<file path="src/gsc_pkg.sv">
`timescale 1ns / 1ps
`default_nettype none

package gsc_pkg;

   // defaults for the top-level parameters
   localparam int MAX_SLOTS_DEF = 256;
   localparam int CODE_BITS_DEF = 16;

   // fixed field widths
   localparam int CHAR_W     = 16;
   localparam int SLOT_OUT_W = 8;
   localparam int TEXEL_W    = 12;
   localparam int FONT_W     = 9;
   localparam int ROWS_RAW_W = 5;
   localparam int CSR_IDX_W  = 2;
   localparam int CSR_DATA_W = 9;

   // register indexes
   localparam logic [CSR_IDX_W-1:0] CSR_SLOTS_PER_ROW = 2'd0;
   localparam logic [CSR_IDX_W-1:0] CSR_FONT_SIZE     = 2'd1;

   // register reset values and limits
   localparam logic [ROWS_RAW_W-1:0] ROWS_RAW_RST = 5'd16;
   localparam logic [FONT_W-1:0]     FONT_RST     = 9'd16;
   localparam logic [FONT_W-1:0]     FONT_MAX     = 9'd256;

   // victim LFSR and shared divider
   localparam int               LFSR_W    = 16;
   localparam logic [LFSR_W-1:0] LFSR_SEED = 16'hACE1;
   localparam int               DIV_STEPS = LFSR_W / 2;   // two quotient bits per cycle
   localparam int               DIV_CNT_W = $clog2(DIV_STEPS);

   typedef enum logic [2:0] {
      ST_IDLE,
      ST_SCAN,
      ST_SETTLE,
      ST_WRITE,
      ST_COORD,
      ST_CWAIT,
      ST_OUT
   } state_type;

   typedef struct packed {
      logic start;     // latch request, start victim divide
      logic scan;      // walk tag banks
      logic place;     // pick slot for a miss
      logic write;     // write tag, bump fill or LFSR
      logic coord;     // start slot / rows divide
      logic load_out;  // load response register
   } cmd_type;

   typedef struct packed {
      logic scan_hit;
      logic scan_end;
      logic hit;
      logic div_busy;
   } stat_type;

   function automatic int lane_count(int slots);
      int n;
      n = (slots >= 16) ? 16 : 4;
      return n;
   endfunction

   function automatic int min_w(int n);
      int w;
      w = (n > 1) ? $clog2(n) : 1;
      return w;
   endfunction

   function automatic int max_rows(int slots);
      int r;
      r = 1;
      for (int i = 1; i <= 32; i++) begin
         if (i * i <= slots) begin
            r = i;
         end
      end
      return r;
   endfunction

   function automatic int rows_reset(int slots);
      int m;
      int r;
      m = max_rows(slots);
      r = (int'(ROWS_RAW_RST) > m) ? m : int'(ROWS_RAW_RST);
      return r;
   endfunction

   // Fibonacci LFSR, taps 16,14,13,11
   function automatic logic [LFSR_W-1:0] lfsr_next(logic [LFSR_W-1:0] v);
      logic b;
      b = v[0] ^ v[2] ^ v[3] ^ v[5];
      return {b, v[LFSR_W-1:1]};
   endfunction

endpackage

`default_nettype wire

</file>
<file path="src/gsc_ram.sv">
`timescale 1ns / 1ps
`default_nettype none

module gsc_ram #(
   parameter int WIDTH = 16,
   parameter int DEPTH = 16
) (
   input  wire logic                           clock,
   input  wire logic                           we,
   input  wire logic [gsc_pkg::min_w(DEPTH)-1:0] waddr,
   input  wire logic [WIDTH-1:0]               wdata,
   input  wire logic                           re,
   input  wire logic [gsc_pkg::min_w(DEPTH)-1:0] raddr,
   output logic      [WIDTH-1:0]               rdata
);

   logic [WIDTH-1:0] mem_ff [DEPTH];
   logic [WIDTH-1:0] rdata_ff;

   always_ff @(posedge clock) begin
      if (we) begin
         mem_ff[waddr] <= wdata;
      end
      if (re) begin
         rdata_ff <= mem_ff[raddr];
      end
   end

   assign rdata = rdata_ff;

endmodule

`default_nettype wire

</file>
<file path="src/gsc_div.sv">
`timescale 1ns / 1ps
`default_nettype none

// restoring divider, 16-bit dividend, two quotient bits per cycle
module gsc_div #(
   parameter int DEN_W = 9
) (
   input  wire logic                       clock,
   input  wire logic                       reset,
   input  wire logic                       start,
   input  wire logic [gsc_pkg::LFSR_W-1:0] num,
   input  wire logic [DEN_W-1:0]           den,
   output logic                            busy,
   output logic      [gsc_pkg::LFSR_W-1:0] quot,
   output logic      [DEN_W-1:0]           rem
);

   localparam int NW = gsc_pkg::LFSR_W;

   logic                          busy_ff, busy_in;
   logic [gsc_pkg::DIV_CNT_W-1:0] cnt_ff, cnt_in;
   logic [NW-1:0]                 num_ff, num_in;
   logic [NW-1:0]                 quot_ff, quot_in;
   logic [DEN_W-1:0]              den_ff, den_in;
   logic [DEN_W-1:0]              rem_ff, rem_in;
   logic [DEN_W-1:0]              rem_mid;
   logic                          q_hi, q_lo;

   function automatic logic [DEN_W:0] div_step(logic [DEN_W-1:0] r, logic b,
                                               logic [DEN_W-1:0] d);
      logic [DEN_W:0] part;
      logic [DEN_W:0] diff;
      part = {r, b};
      diff = part - {1'b0, d};
      if (part >= {1'b0, d}) begin
         return {1'b1, diff[DEN_W-1:0]};
      end
      return {1'b0, part[DEN_W-1:0]};
   endfunction

   always_comb begin
      busy_in = busy_ff;
      cnt_in  = cnt_ff;
      num_in  = num_ff;
      quot_in = quot_ff;
      den_in  = den_ff;
      rem_in  = rem_ff;
      {q_hi, rem_mid} = div_step(rem_ff, num_ff[NW-1], den_ff);
      {q_lo, rem_in}  = div_step(rem_mid, num_ff[NW-2], den_ff);
      if (start) begin
         busy_in = 1'b1;
         cnt_in  = gsc_pkg::DIV_CNT_W'(gsc_pkg::DIV_STEPS - 1);
         num_in  = num;
         den_in  = den;
         rem_in  = '0;
      end else if (busy_ff) begin
         num_in  = {num_ff[NW-3:0], 2'b00};
         quot_in = {quot_ff[NW-3:0], q_hi, q_lo};
         cnt_in  = cnt_ff - 1'b1;
         if (cnt_ff == '0) begin
            busy_in = 1'b0;
         end
      end else begin
         rem_in = rem_ff;
      end
   end

   always_ff @(posedge clock) begin
      if (reset) begin
         busy_ff <= 1'b0;
      end else begin
         busy_ff <= busy_in;
      end
   end

   always_ff @(posedge clock) begin
      cnt_ff  <= cnt_in;
      num_ff  <= num_in;
      quot_ff <= quot_in;
      den_ff  <= den_in;
      rem_ff  <= rem_in;
   end

   assign busy = busy_ff;
   assign quot = quot_ff;
   assign rem  = rem_ff;

endmodule

`default_nettype wire

</file>
<file path="src/gsc_datapath.sv">
`timescale 1ns / 1ps
`default_nettype none

module gsc_datapath #(
   parameter int MAX_SLOTS = gsc_pkg::MAX_SLOTS_DEF,
   parameter int CODE_BITS = gsc_pkg::CODE_BITS_DEF
) (
   input  wire logic                                clock,
   input  wire logic                                reset,
   input  wire logic                                csr_we,
   input  wire logic [gsc_pkg::CSR_IDX_W-1:0]       csr_index,
   input  wire logic [gsc_pkg::CSR_DATA_W-1:0]      csr_wdata,
   input  wire logic [gsc_pkg::CHAR_W-1:0]          req_char_code,
   input  wire gsc_pkg::cmd_type                    cmd,
   output gsc_pkg::stat_type                        stat,
   output logic                                     rsp_hit,
   output logic                                     rsp_evicted,
   output logic      [gsc_pkg::SLOT_OUT_W-1:0]      rsp_slot_index,
   output logic      [gsc_pkg::TEXEL_W-1:0]         rsp_texel_x,
   output logic      [gsc_pkg::TEXEL_W-1:0]         rsp_texel_y
);

   localparam int LANES      = gsc_pkg::lane_count(MAX_SLOTS);
   localparam int LANE_W     = $clog2(LANES);
   localparam int BANK_DEPTH = (MAX_SLOTS + LANES - 1) / LANES;
   localparam int BANK_AW    = gsc_pkg::min_w(BANK_DEPTH);
   localparam int SLOT_W     = BANK_AW + LANE_W;
   localparam int FILL_W     = SLOT_W + 1;
   localparam int ROW_W      = BANK_AW + 1;
   localparam int DEN_W      = SLOT_W + 1;
   localparam int MAX_ROWS   = gsc_pkg::max_rows(MAX_SLOTS);
   localparam int ROWS_W     = $clog2(MAX_ROWS + 1);
   localparam int ROWS_RST   = gsc_pkg::rows_reset(MAX_SLOTS);
   localparam int PROD_W     = gsc_pkg::TEXEL_W + gsc_pkg::FONT_W;
   localparam int NW         = gsc_pkg::LFSR_W;

   // configuration, held in effective (clamped) form
   logic [ROWS_W-1:0]          rows_ff, rows_in;
   logic [gsc_pkg::FONT_W-1:0] font_ff, font_in;
   logic [DEN_W-1:0]           total_ff, total_in;
   logic [FILL_W-1:0]          fill_ff;
   logic [NW-1:0]              lfsr_ff;

   // request and scan
   logic [CODE_BITS-1:0]       code_ff;
   logic [ROW_W-1:0]           rd_row_ff;
   logic                       cmp_vld_ff;
   logic [BANK_AW-1:0]         cmp_row_ff;
   logic                       hit_ff;
   logic                       evicted_ff;
   logic [SLOT_W-1:0]          slot_ff;

   // response register
   logic                          rsp_hit_ff, rsp_evicted_ff;
   logic [gsc_pkg::SLOT_OUT_W-1:0] rsp_slot_ff;
   logic [gsc_pkg::TEXEL_W-1:0]   rsp_x_ff, rsp_y_ff;

   logic [CODE_BITS-1:0]  bank_rdata [LANES];
   logic [LANES-1:0]      lane_hit;
   logic [LANE_W-1:0]     hit_lane;
   logic [FILL_W:0]       fill_round;
   logic [ROW_W:0]        scan_rows;
   logic                  issue;
   logic                  full;
   logic [BANK_AW-1:0]    rd_addr;
   logic [BANK_AW-1:0]    wr_addr;

   logic                  div_start;
   logic [NW-1:0]         div_num;
   logic [DEN_W-1:0]      div_den;
   logic                  div_busy;
   logic [NW-1:0]         div_quot;
   logic [DEN_W-1:0]      div_rem;

   logic [gsc_pkg::TEXEL_W-1:0] tx_col;
   logic [PROD_W-1:0]          x_prod, y_prod;

   // clamp incoming register values
   always_comb begin
      logic [5:0] raw_rows;
      raw_rows = 6'(csr_wdata[gsc_pkg::ROWS_RAW_W-1:0]);
      if (raw_rows == '0) begin
         rows_in = ROWS_W'(1);
      end else if (raw_rows > 6'(MAX_ROWS)) begin
         rows_in = ROWS_W'(MAX_ROWS);
      end else begin
         rows_in = ROWS_W'(raw_rows);
      end
      total_in = DEN_W'(rows_in) * DEN_W'(rows_in);
      if (csr_wdata == '0) begin
         font_in = gsc_pkg::FONT_W'(1);
      end else if (csr_wdata > gsc_pkg::FONT_MAX) begin
         font_in = gsc_pkg::FONT_MAX;
      end else begin
         font_in = csr_wdata;
      end
   end

   // valid slots always form a prefix [0, fill)
   assign fill_round = {1'b0, fill_ff} + (FILL_W + 1)'(LANES - 1);
   assign scan_rows  = fill_round[FILL_W:LANE_W];
   assign issue      = ({1'b0, rd_row_ff} < scan_rows);
   assign full       = (fill_ff == FILL_W'(total_ff));
   assign rd_addr    = rd_row_ff[BANK_AW-1:0];
   assign wr_addr    = slot_ff[SLOT_W-1:LANE_W];

   always_comb begin
      hit_lane = '0;
      for (int l = 0; l < LANES; l++) begin
         lane_hit[l] = cmp_vld_ff
                    && ({1'b0, cmp_row_ff, LANE_W'(l)} < fill_ff)
                    && (bank_rdata[l] == code_ff);
      end
      for (int l = LANES - 1; l >= 0; l--) begin
         if (lane_hit[l]) begin
            hit_lane = LANE_W'(l);
         end
      end
   end

   generate
      for (genvar g = 0; g < LANES; g++) begin : g_bank
         gsc_ram #(
            .WIDTH (CODE_BITS),
            .DEPTH (BANK_DEPTH)
         ) u_ram (
            .clock (clock),
            .we    (cmd.write && (slot_ff[LANE_W-1:0] == LANE_W'(g))),
            .waddr (wr_addr),
            .wdata (code_ff),
            .re    (cmd.scan && issue),
            .raddr (rd_addr),
            .rdata (bank_rdata[g])
         );
      end
   endgenerate

   // shared divider: victim = lfsr' % total, then slot / rows
   assign div_start = cmd.start || cmd.coord;
   assign div_num   = cmd.coord ? NW'(slot_ff) : gsc_pkg::lfsr_next(lfsr_ff);
   assign div_den   = cmd.coord ? DEN_W'(rows_ff) : total_ff;

   gsc_div #(
      .DEN_W (DEN_W)
   ) u_div (
      .clock (clock),
      .reset (reset),
      .start (div_start),
      .num   (div_num),
      .den   (div_den),
      .busy  (div_busy),
      .quot  (div_quot),
      .rem   (div_rem)
   );

   assign tx_col = gsc_pkg::TEXEL_W'(div_rem);
   assign x_prod = PROD_W'(tx_col) * PROD_W'(font_ff);
   assign y_prod = PROD_W'(div_quot[gsc_pkg::TEXEL_W-1:0]) * PROD_W'(font_ff);

   // control state
   always_ff @(posedge clock) begin
      if (reset) begin
         rows_ff    <= ROWS_W'(ROWS_RST);
         total_ff   <= DEN_W'(ROWS_RST * ROWS_RST);
         font_ff    <= gsc_pkg::FONT_RST;
         fill_ff    <= '0;
         lfsr_ff    <= gsc_pkg::LFSR_SEED;
         cmp_vld_ff <= 1'b0;
         hit_ff     <= 1'b0;
      end else begin
         if (csr_we && csr_index == gsc_pkg::CSR_SLOTS_PER_ROW) begin
            rows_ff  <= rows_in;
            total_ff <= total_in;
            fill_ff  <= '0;
         end else if (csr_we && csr_index == gsc_pkg::CSR_FONT_SIZE) begin
            font_ff <= font_in;
            fill_ff <= '0;
         end else if (cmd.write && !evicted_ff) begin
            fill_ff <= fill_ff + 1'b1;
         end
         if (cmd.write && evicted_ff) begin
            lfsr_ff <= gsc_pkg::lfsr_next(lfsr_ff);
         end
         if (cmd.start) begin
            cmp_vld_ff <= 1'b0;
            hit_ff     <= 1'b0;
         end else if (cmd.scan) begin
            cmp_vld_ff <= issue;
            if (|lane_hit) begin
               hit_ff <= 1'b1;
            end
         end
      end
   end

   // payload
   always_ff @(posedge clock) begin
      if (cmd.start) begin
         code_ff    <= CODE_BITS'(req_char_code);
         rd_row_ff  <= '0;
         evicted_ff <= 1'b0;
      end
      if (cmd.scan) begin
         if (issue) begin
            rd_row_ff <= rd_row_ff + 1'b1;
         end
         cmp_row_ff <= rd_addr;
         if (|lane_hit) begin
            slot_ff <= {cmp_row_ff, hit_lane};
         end
      end
      if (cmd.place) begin
         evicted_ff <= full;
         slot_ff    <= full ? div_rem[SLOT_W-1:0] : fill_ff[SLOT_W-1:0];
      end
      if (cmd.load_out) begin
         rsp_hit_ff     <= hit_ff;
         rsp_evicted_ff <= evicted_ff;
         rsp_slot_ff    <= gsc_pkg::SLOT_OUT_W'(slot_ff);
         rsp_x_ff       <= x_prod[gsc_pkg::TEXEL_W-1:0];
         rsp_y_ff       <= y_prod[gsc_pkg::TEXEL_W-1:0];
      end
   end

   assign stat.scan_hit = cmd.scan && (|lane_hit);
   assign stat.scan_end = !cmp_vld_ff && !issue;
   assign stat.hit      = hit_ff;
   assign stat.div_busy = div_busy;

   assign rsp_hit        = rsp_hit_ff;
   assign rsp_evicted    = rsp_evicted_ff;
   assign rsp_slot_index = rsp_slot_ff;
   assign rsp_texel_x    = rsp_x_ff;
   assign rsp_texel_y    = rsp_y_ff;

endmodule

`default_nettype wire

</file>
<file path="src/gsc_ctrl.sv">
`timescale 1ns / 1ps
`default_nettype none

module gsc_ctrl (
   input  wire logic              clock,
   input  wire logic              reset,
   input  wire logic              req_valid,
   output logic                   req_stall,
   output logic                   rsp_valid,
   input  wire logic              rsp_stall,
   input  wire gsc_pkg::stat_type stat,
   output gsc_pkg::cmd_type       cmd
);

   gsc_pkg::state_type state_ff, state_in;
   logic               rsp_valid_ff, rsp_valid_in;

   always_ff @(posedge clock) begin
      if (reset) begin
         state_ff     <= gsc_pkg::ST_IDLE;
         rsp_valid_ff <= 1'b0;
      end else begin
         state_ff     <= state_in;
         rsp_valid_ff <= rsp_valid_in;
      end
   end

   always_comb begin
      state_in     = state_ff;
      cmd          = '0;
      req_stall    = 1'b1;
      rsp_valid_in = rsp_valid_ff && rsp_stall;
      case (state_ff)
         gsc_pkg::ST_IDLE: begin
            req_stall = 1'b0;
            if (req_valid) begin
               cmd.start = 1'b1;
               state_in  = gsc_pkg::ST_SCAN;
            end
         end
         gsc_pkg::ST_SCAN: begin
            cmd.scan = 1'b1;
            if (stat.scan_hit || stat.scan_end) begin
               state_in = gsc_pkg::ST_SETTLE;
            end
         end
         gsc_pkg::ST_SETTLE: begin
            // victim divide must finish before the divider is reused
            if (!stat.div_busy) begin
               if (stat.hit) begin
                  state_in = gsc_pkg::ST_COORD;
               end else begin
                  cmd.place = 1'b1;
                  state_in  = gsc_pkg::ST_WRITE;
               end
            end
         end
         gsc_pkg::ST_WRITE: begin
            cmd.write = 1'b1;
            state_in  = gsc_pkg::ST_COORD;
         end
         gsc_pkg::ST_COORD: begin
            cmd.coord = 1'b1;
            state_in  = gsc_pkg::ST_CWAIT;
         end
         gsc_pkg::ST_CWAIT: begin
            if (!stat.div_busy) begin
               state_in = gsc_pkg::ST_OUT;
            end
         end
         gsc_pkg::ST_OUT: begin
            if (!rsp_valid_ff || !rsp_stall) begin
               cmd.load_out = 1'b1;
               rsp_valid_in = 1'b1;
               state_in     = gsc_pkg::ST_IDLE;
            end
         end
         default: begin
            state_in = gsc_pkg::ST_IDLE;
         end
      endcase
   end

   assign rsp_valid = rsp_valid_ff;

endmodule

`default_nettype wire

</file>
<file path="src/glyph_slot_cache.sv">
`timescale 1ns / 1ps
`default_nettype none

// Glyph slot cache: a fully associative cache that maps character codes onto
// a square grid of glyph slots (slots_per_row squared, clamped to what
// MAX_SLOTS holds). Each request carries one code; the response says whether
// it hit, whether a valid slot was evicted at random, the slot number and the
// slot's texel origin (column and row times font_size, 12 bits each). A miss
// takes the lowest free slot; once the grid is full the victim is a 16-bit
// LFSR value modulo the slot count. Writing either register empties the
// cache. Requests are handled one at a time. The tag walk reads all banks in
// parallel, 16 banks and 16 tags per cycle (4 banks when MAX_SLOTS is under
// 16), and covers only the filled rows, but the victim divide started at the
// accept on the shared two-bit-per-cycle divider must settle before a miss is
// placed or a hit goes on. For a miss the tag write, the slot / rows divide
// and the response load follow. A hit skips the tag write and stops the walk
// at its row. A stalled response holds the block until the output register
// is free. A new request is taken while the previous response still waits in
// the output register.

module glyph_slot_cache #(
   parameter int MAX_SLOTS = gsc_pkg::MAX_SLOTS_DEF,
   parameter int CODE_BITS = gsc_pkg::CODE_BITS_DEF
) (
   input  wire logic                            clock,
   input  wire logic                            reset,
   // configuration
   input  wire logic                            csr_we,
   input  wire logic [gsc_pkg::CSR_IDX_W-1:0]   csr_index,
   input  wire logic [gsc_pkg::CSR_DATA_W-1:0]  csr_wdata,
   // request
   input  wire logic                            req_valid,
   output logic                                 req_stall,
   input  wire logic [gsc_pkg::CHAR_W-1:0]      req_char_code,
   // response
   output logic                                 rsp_valid,
   input  wire logic                            rsp_stall,
   output logic                                 rsp_hit,
   output logic                                 rsp_evicted,
   output logic      [gsc_pkg::SLOT_OUT_W-1:0]  rsp_slot_index,
   output logic      [gsc_pkg::TEXEL_W-1:0]     rsp_texel_x,
   output logic      [gsc_pkg::TEXEL_W-1:0]     rsp_texel_y
);

   gsc_pkg::cmd_type  cmd;
   gsc_pkg::stat_type stat;

   // sequencer: scan, place, write, coordinate divide, response
   gsc_ctrl u_ctrl (
      .clock     (clock),
      .reset     (reset),
      .req_valid (req_valid),
      .req_stall (req_stall),
      .rsp_valid (rsp_valid),
      .rsp_stall (rsp_stall),
      .stat      (stat),
      .cmd       (cmd)
   );

   // tag banks, fill count, LFSR, divider, texel multipliers
   gsc_datapath #(
      .MAX_SLOTS (MAX_SLOTS),
      .CODE_BITS (CODE_BITS)
   ) u_dp (
      .clock          (clock),
      .reset          (reset),
      .csr_we         (csr_we),
      .csr_index      (csr_index),
      .csr_wdata      (csr_wdata),
      .req_char_code  (req_char_code),
      .cmd            (cmd),
      .stat           (stat),
      .rsp_hit        (rsp_hit),
      .rsp_evicted    (rsp_evicted),
      .rsp_slot_index (rsp_slot_index),
      .rsp_texel_x    (rsp_texel_x),
      .rsp_texel_y    (rsp_texel_y)
   );

   // the divider is never restarted while a divide is in flight
   a_coord_idle: assert property (@(posedge clock) disable iff (reset)
      cmd.coord |-> !stat.div_busy)
      else $error("coordinate divide started while divider busy");

   // a miss is placed only after the victim divide has settled
   a_place_idle: assert property (@(posedge clock) disable iff (reset)
      cmd.place |-> !stat.div_busy)
      else $error("slot placed while victim divide still running");

   // one request in flight: after an accept the input side stalls
   a_one_inflight: assert property (@(posedge clock) disable iff (reset)
      (req_valid && !req_stall) |=> req_stall)
      else $error("second request accepted while busy");

   // a response is never both a hit and an eviction
   a_hit_xor_evict: assert property (@(posedge clock) disable iff (reset)
      cmd.load_out |=> !(rsp_hit && rsp_evicted))
      else $error("response flags both hit and eviction");

endmodule

`default_nettype wire
</file>
<file path="config.mk">
export PLATFORM = sky130hd
export DESIGN_NAME = glyph_slot_cache
export DESIGN_NICKNAME = d
export VERILOG_FILES = /design/src/gsc_pkg.sv /design/src/gsc_ram.sv /design/src/gsc_div.sv /design/src/gsc_datapath.sv /design/src/gsc_ctrl.sv /design/src/glyph_slot_cache.sv
export SDC_FILE = /design/constraint.sdc
export NUM_CORES = 2
export LEC_CHECK = 0
export ABC_AREA = 1
export BUFFER_PORTS_ARGS = -buffer_cell sky130_fd_sc_hd__buf_2
export CAP_MARGIN = 20
export CORE_ASPECT_RATIO = 0.5
export CORE_UTILIZATION = 40
export DETAILED_ROUTE_END_ITERATION = 7
export PLACE_DENSITY = 0.63
export SLEW_MARGIN = 20
export SYNTH_ARGS = -nofsm -noshare
export SYNTH_HDL_FRONTEND = slang
export SYNTH_SLANG_ARGS = --single-unit
</file>
<file path="constraint.sdc">
create_clock -name clock -period 8.1 [get_ports clock]
set_input_delay 1.215 -clock clock [delete_from_list [all_inputs] [get_ports clock]]
set_output_delay 1.215 -clock clock [all_outputs]
set_load 0.05 [all_outputs]
</file>
==> results.json <==
{
  "status": "complete, no violations",
  "cts_tree": "yes",
  "r2r_setup_slack_ns": 3.32,
  "clkTransAtPathRegs_ns": 0.07,
  "yosysUniqueCellTypes": 59,
  "post-route-min-period_ns": 4.780,
  "worstPathMaxFanout": 85,
  "routed_wl_um": 517800,
  "setup.worst_path.start": "u_dp.code_ff[15]",
  "cp-start-kind": "flop",
  "slew_viol_final": 0,
  "whs_path_depth": 1,
  "synth_edf_count": 4452,
  "final_area_um2": 203200,
  "worst-r2r-cell-count": 11,
  "clock-root-buffer": "clkbuf_16",
  "finalHoldViolCount": 0,
  "dieHeight_um": 478.3,
  "critPathArrivalTime_ns": 5.39,
  "syn-cell-area_um2": 181500,
  "yosysSeqAreaShare_pct": 74.43,
  "synth_area_leader_cell": "edfxtp_1",
  "grt_pass1_vias": 110602,
  "cellPowerDensity_nw_per_um2": 262.1,
  "drt_iter0_drc": 15946,
  "cellLeakagePower_nw": 66.32,
  "start_util_pct": 40.27,
  "tightest_slew_ns": 1.122,
  "ant_nets": 0,
  "holdCritPathClass": "primary input to flop",
  "synthArstFlopShare_pct": 0,
  "drv_cap": 0,
  "chipWidth_um": 954.6,
  "drcViolationCount": 0,
  "vias": 117616,
  "fin_ws_ns": 3.320,
  "fmax_mhz": 209.2,
  "cts-htree-levels": 5,
  "place_hpwl_um": 277400,
  "fin_setup_tns_ns": 0,
  "timing.rr.start": "u_dp.code_ff[15]",
  "netlist_instances": 13797,
  "grt_max_degree": 207,
  "grt_overflow": 0,
  "firstDrtPassIters": 8,
  "syn_area_per_cell_um2": 13.15,
  "drt-wirelength-per-cell_um": 25.73,
  "avgViaCountPerCell": 5.844,
  "required_ns": 8.71,
  "clk_path_buf_depth": 4,
  "layout-drive-gt1-share_pct": 8.793,
  "antenna_found_initial": 21,
  "gp_congestion": 0.8866,
  "slew_headroom_pct": 25.15,
  "synth_area_leaders": "edfxtp_1 74%, o21ai_0 5.9%, nor2_1 5.1%",
  "fp.coreArea_um2": 450700,
  "vdd_drop_max_mv": 0.2125,
  "grt.total_usage_pct": 21.79,
  "portBuffers": 67,
  "cts_resized": 0,
  "ys_ff_latch": 4522,
  "io_pins": 68,
  "cts_hold_buf": 0,
  "whs_endpoint": "u_dp.code_ff[15]",
  "ys_warn_count": 0,
  "num-nets-final": 13981,
  "rsz0062_at_grt": "false",
  "syn_to_final_growth_pct": 11.99,
  "clk-insertion-delay-late_ns": 0.98,
  "synth_top_area_share_pct": 73.66,
  "worstReg2RegEnd": "u_dp.slot_ff[1]",
  "pre_cts_ws_ns": 3.405,
  "min_from": "req_char_code[15]",
  "die-area_um2": 456600,
  "cts.sinks": 4522,
  "timing.hold.ws_ns": 0.4292,
  "cts_setup_buffers": 0,
  "crit_path_end_kind": "flop",
  "timing.final.crit_share_pct": 59.01,
  "numCtsBuffers": 421,
  "setup_viol": 0,
  "rows": 174,
  "placedInstanceArea_um2": 189700,
  "clock-skew-final_ns": 0.08787,
  "grt_pass1_wl_um": 750300,
  "path_class": "flop to flop",
  "synthFlopType": "edfxtp_1"
}
power by group:
group / leakage (nW) / switching [mW] / total [mW] / internal (mW)
logic: 19.1 / 4.81 / 6.11 / 1.30
registers: 40.6 / 0.230 / 27.5 / 27.2
clock network: 6.58 / 8.83 / 19.7 / 10.9
total: 66.3 / 13.9 / 53.3 / 39.4
cell type report:
type                    count  area [um2]
repair buffers            505        4199
well taps                5984        7487
fillers                 39424      247400
flip-flops and latches   4522      135100
clock buffers             495       10870
clock inverters           280        2603
diodes                      5       12.51
inverters                 362        1401
multi-input cells        7973       41580
worst max-delay path, stage by stage, from the launching register on:
cell	delay (ns)
edfxtp_1	0.37
buf_12	0.40
buf_4	0.68
xnor2_1	0.19
nand4_1	0.37
nor3_1	0.94
nand3_1	0.36
nand4_1	0.24
inv_1	0.06
nand2_1	0.08
nand2_1	0.08
nand2_1	0.39
routing by layer:
| metal | share of wire [%] | track usage (%) |
|---|---|---|
| met1 | 41 | 31.05 |
| met2 | 45 | 33.62 |
| met3 | 11 | 4.363 |
| met4 | 3.4 | 7.231 |
| met5 | 0.015 | 0 |
cells in the mapped netlist (5+ instances only):
library cell and number:
xnor2_1 136, nor4_1 22, xor2_1 103, buf_4 16
or2_2 42, o22ai_1 631, fa_1 81, nand2_1 1010
nand3_1 467, a211oi_1 6, nand3_2 8, edfxtp_1 4452
ha_1 83, buf_1 58, a21oi_1 82, o21ai_0 2137
o211ai_1 118, nor3b_1 5, a21oi_2 5, buf_2 48
clkbuf_1 811, inv_1 353, dfxtp_1 70, buf_6 9
nor2_1 2468, o221ai_1 404, clkinv_1 5, nand4_1 65
nor3_1 41
worst max-delay path by stage:
stage                                          to  slack, ns  depth (start not counted)
global placement                  u_dp.slot_ff[5]       3.38                         10
detailed placement                u_dp.slot_ff[5]       3.41                         14
finish                            u_dp.slot_ff[1]       3.32                         11
floorplan           u_dp.g_bank[0].u_ram.rdata[0]       0.66                         14
global route                    u_dp.u_div.rem[1]       3.15                         21
CTS                          u_dp.rsp_texel_x[10]       3.41                         14
cell usage in the layout (no fill, tap or decap), types with 8 or more instances in the layout:
cell type      n
buf_2         67
nand3_2        8
o21ai_0     2137
clkinvlp_4    12
inv_1        349
fa_1          81
nor4_2         8
o211ai_1     118
buf_4        388
nand2_2       19
clkbuf_16    423
nor3_1        39
clkbuf_1      71
bufinv_16     39
clkinv_4      11
ha_1          83
clkinv_2      84
nor4_1        16
clkinv_1     115
inv_6          9
xnor2_1      136
nand4_1       65
o221ai_1     404
nand2_1      993
buf_12        43
nor2_4        10
nor2_1      2430
dfxtp_1       67
xor2_1       103
o22ai_1      631
nand3_1      467
edfxtp_1    4452
a21oi_1       81
nor2_2        31
or2_2         42
sequential cells by signal (all words and copies together) (netlist names), 5 cells and up:
name / count
u_dp.total_ff: 8
u_dp.rsp_texel_x: 12
u_dp.u_div.quot: 12
u_dp.rsp_slot_index: 8
u_dp.rd_row_ff: 5
u_dp.slot_ff: 8
u_dp.rsp_texel_y: 12
u_dp.u_div.rem: 9
u_dp.g_bank.u_ram.mem_ff: 4096
u_dp.lfsr_ff: 16
u_dp.u_div.den_ff: 9
u_dp.font_ff: 9
u_dp.fill_ff: 9
u_dp.u_div.num_ff: 16
u_dp.g_bank.u_ram.rdata: 256
u_dp.code_ff: 16
metrics by stage:
stage	utilization, %	instances	power [mW]
3_5_place_dp	42.09	19342	33.97
4_1_cts	45.08	20117	53.37
5_1_grt	45.10	20122	54.80
2_1_floorplan	-	13799	31.72
6_report	45.10	20126	53.28
3_3_place_gp	42.08	19340	33.80
cells by family (layout without fill, tap and decap cells):
kind of cell	Yosys count	in the layout	synth area share (%)
AOI/OAI and AO/OA	3415	3415	10.92
xor gates and xnor gates	239	239	1.153
DFF	4522	4522	74.43
adders and majority gates	164	164	1.466
buffers and inverters	1304	1642	2.800
other	1	8	0.002066
and+or+nand+nor	4152	4152	9.226
Power figures use the tool's default switching activity.
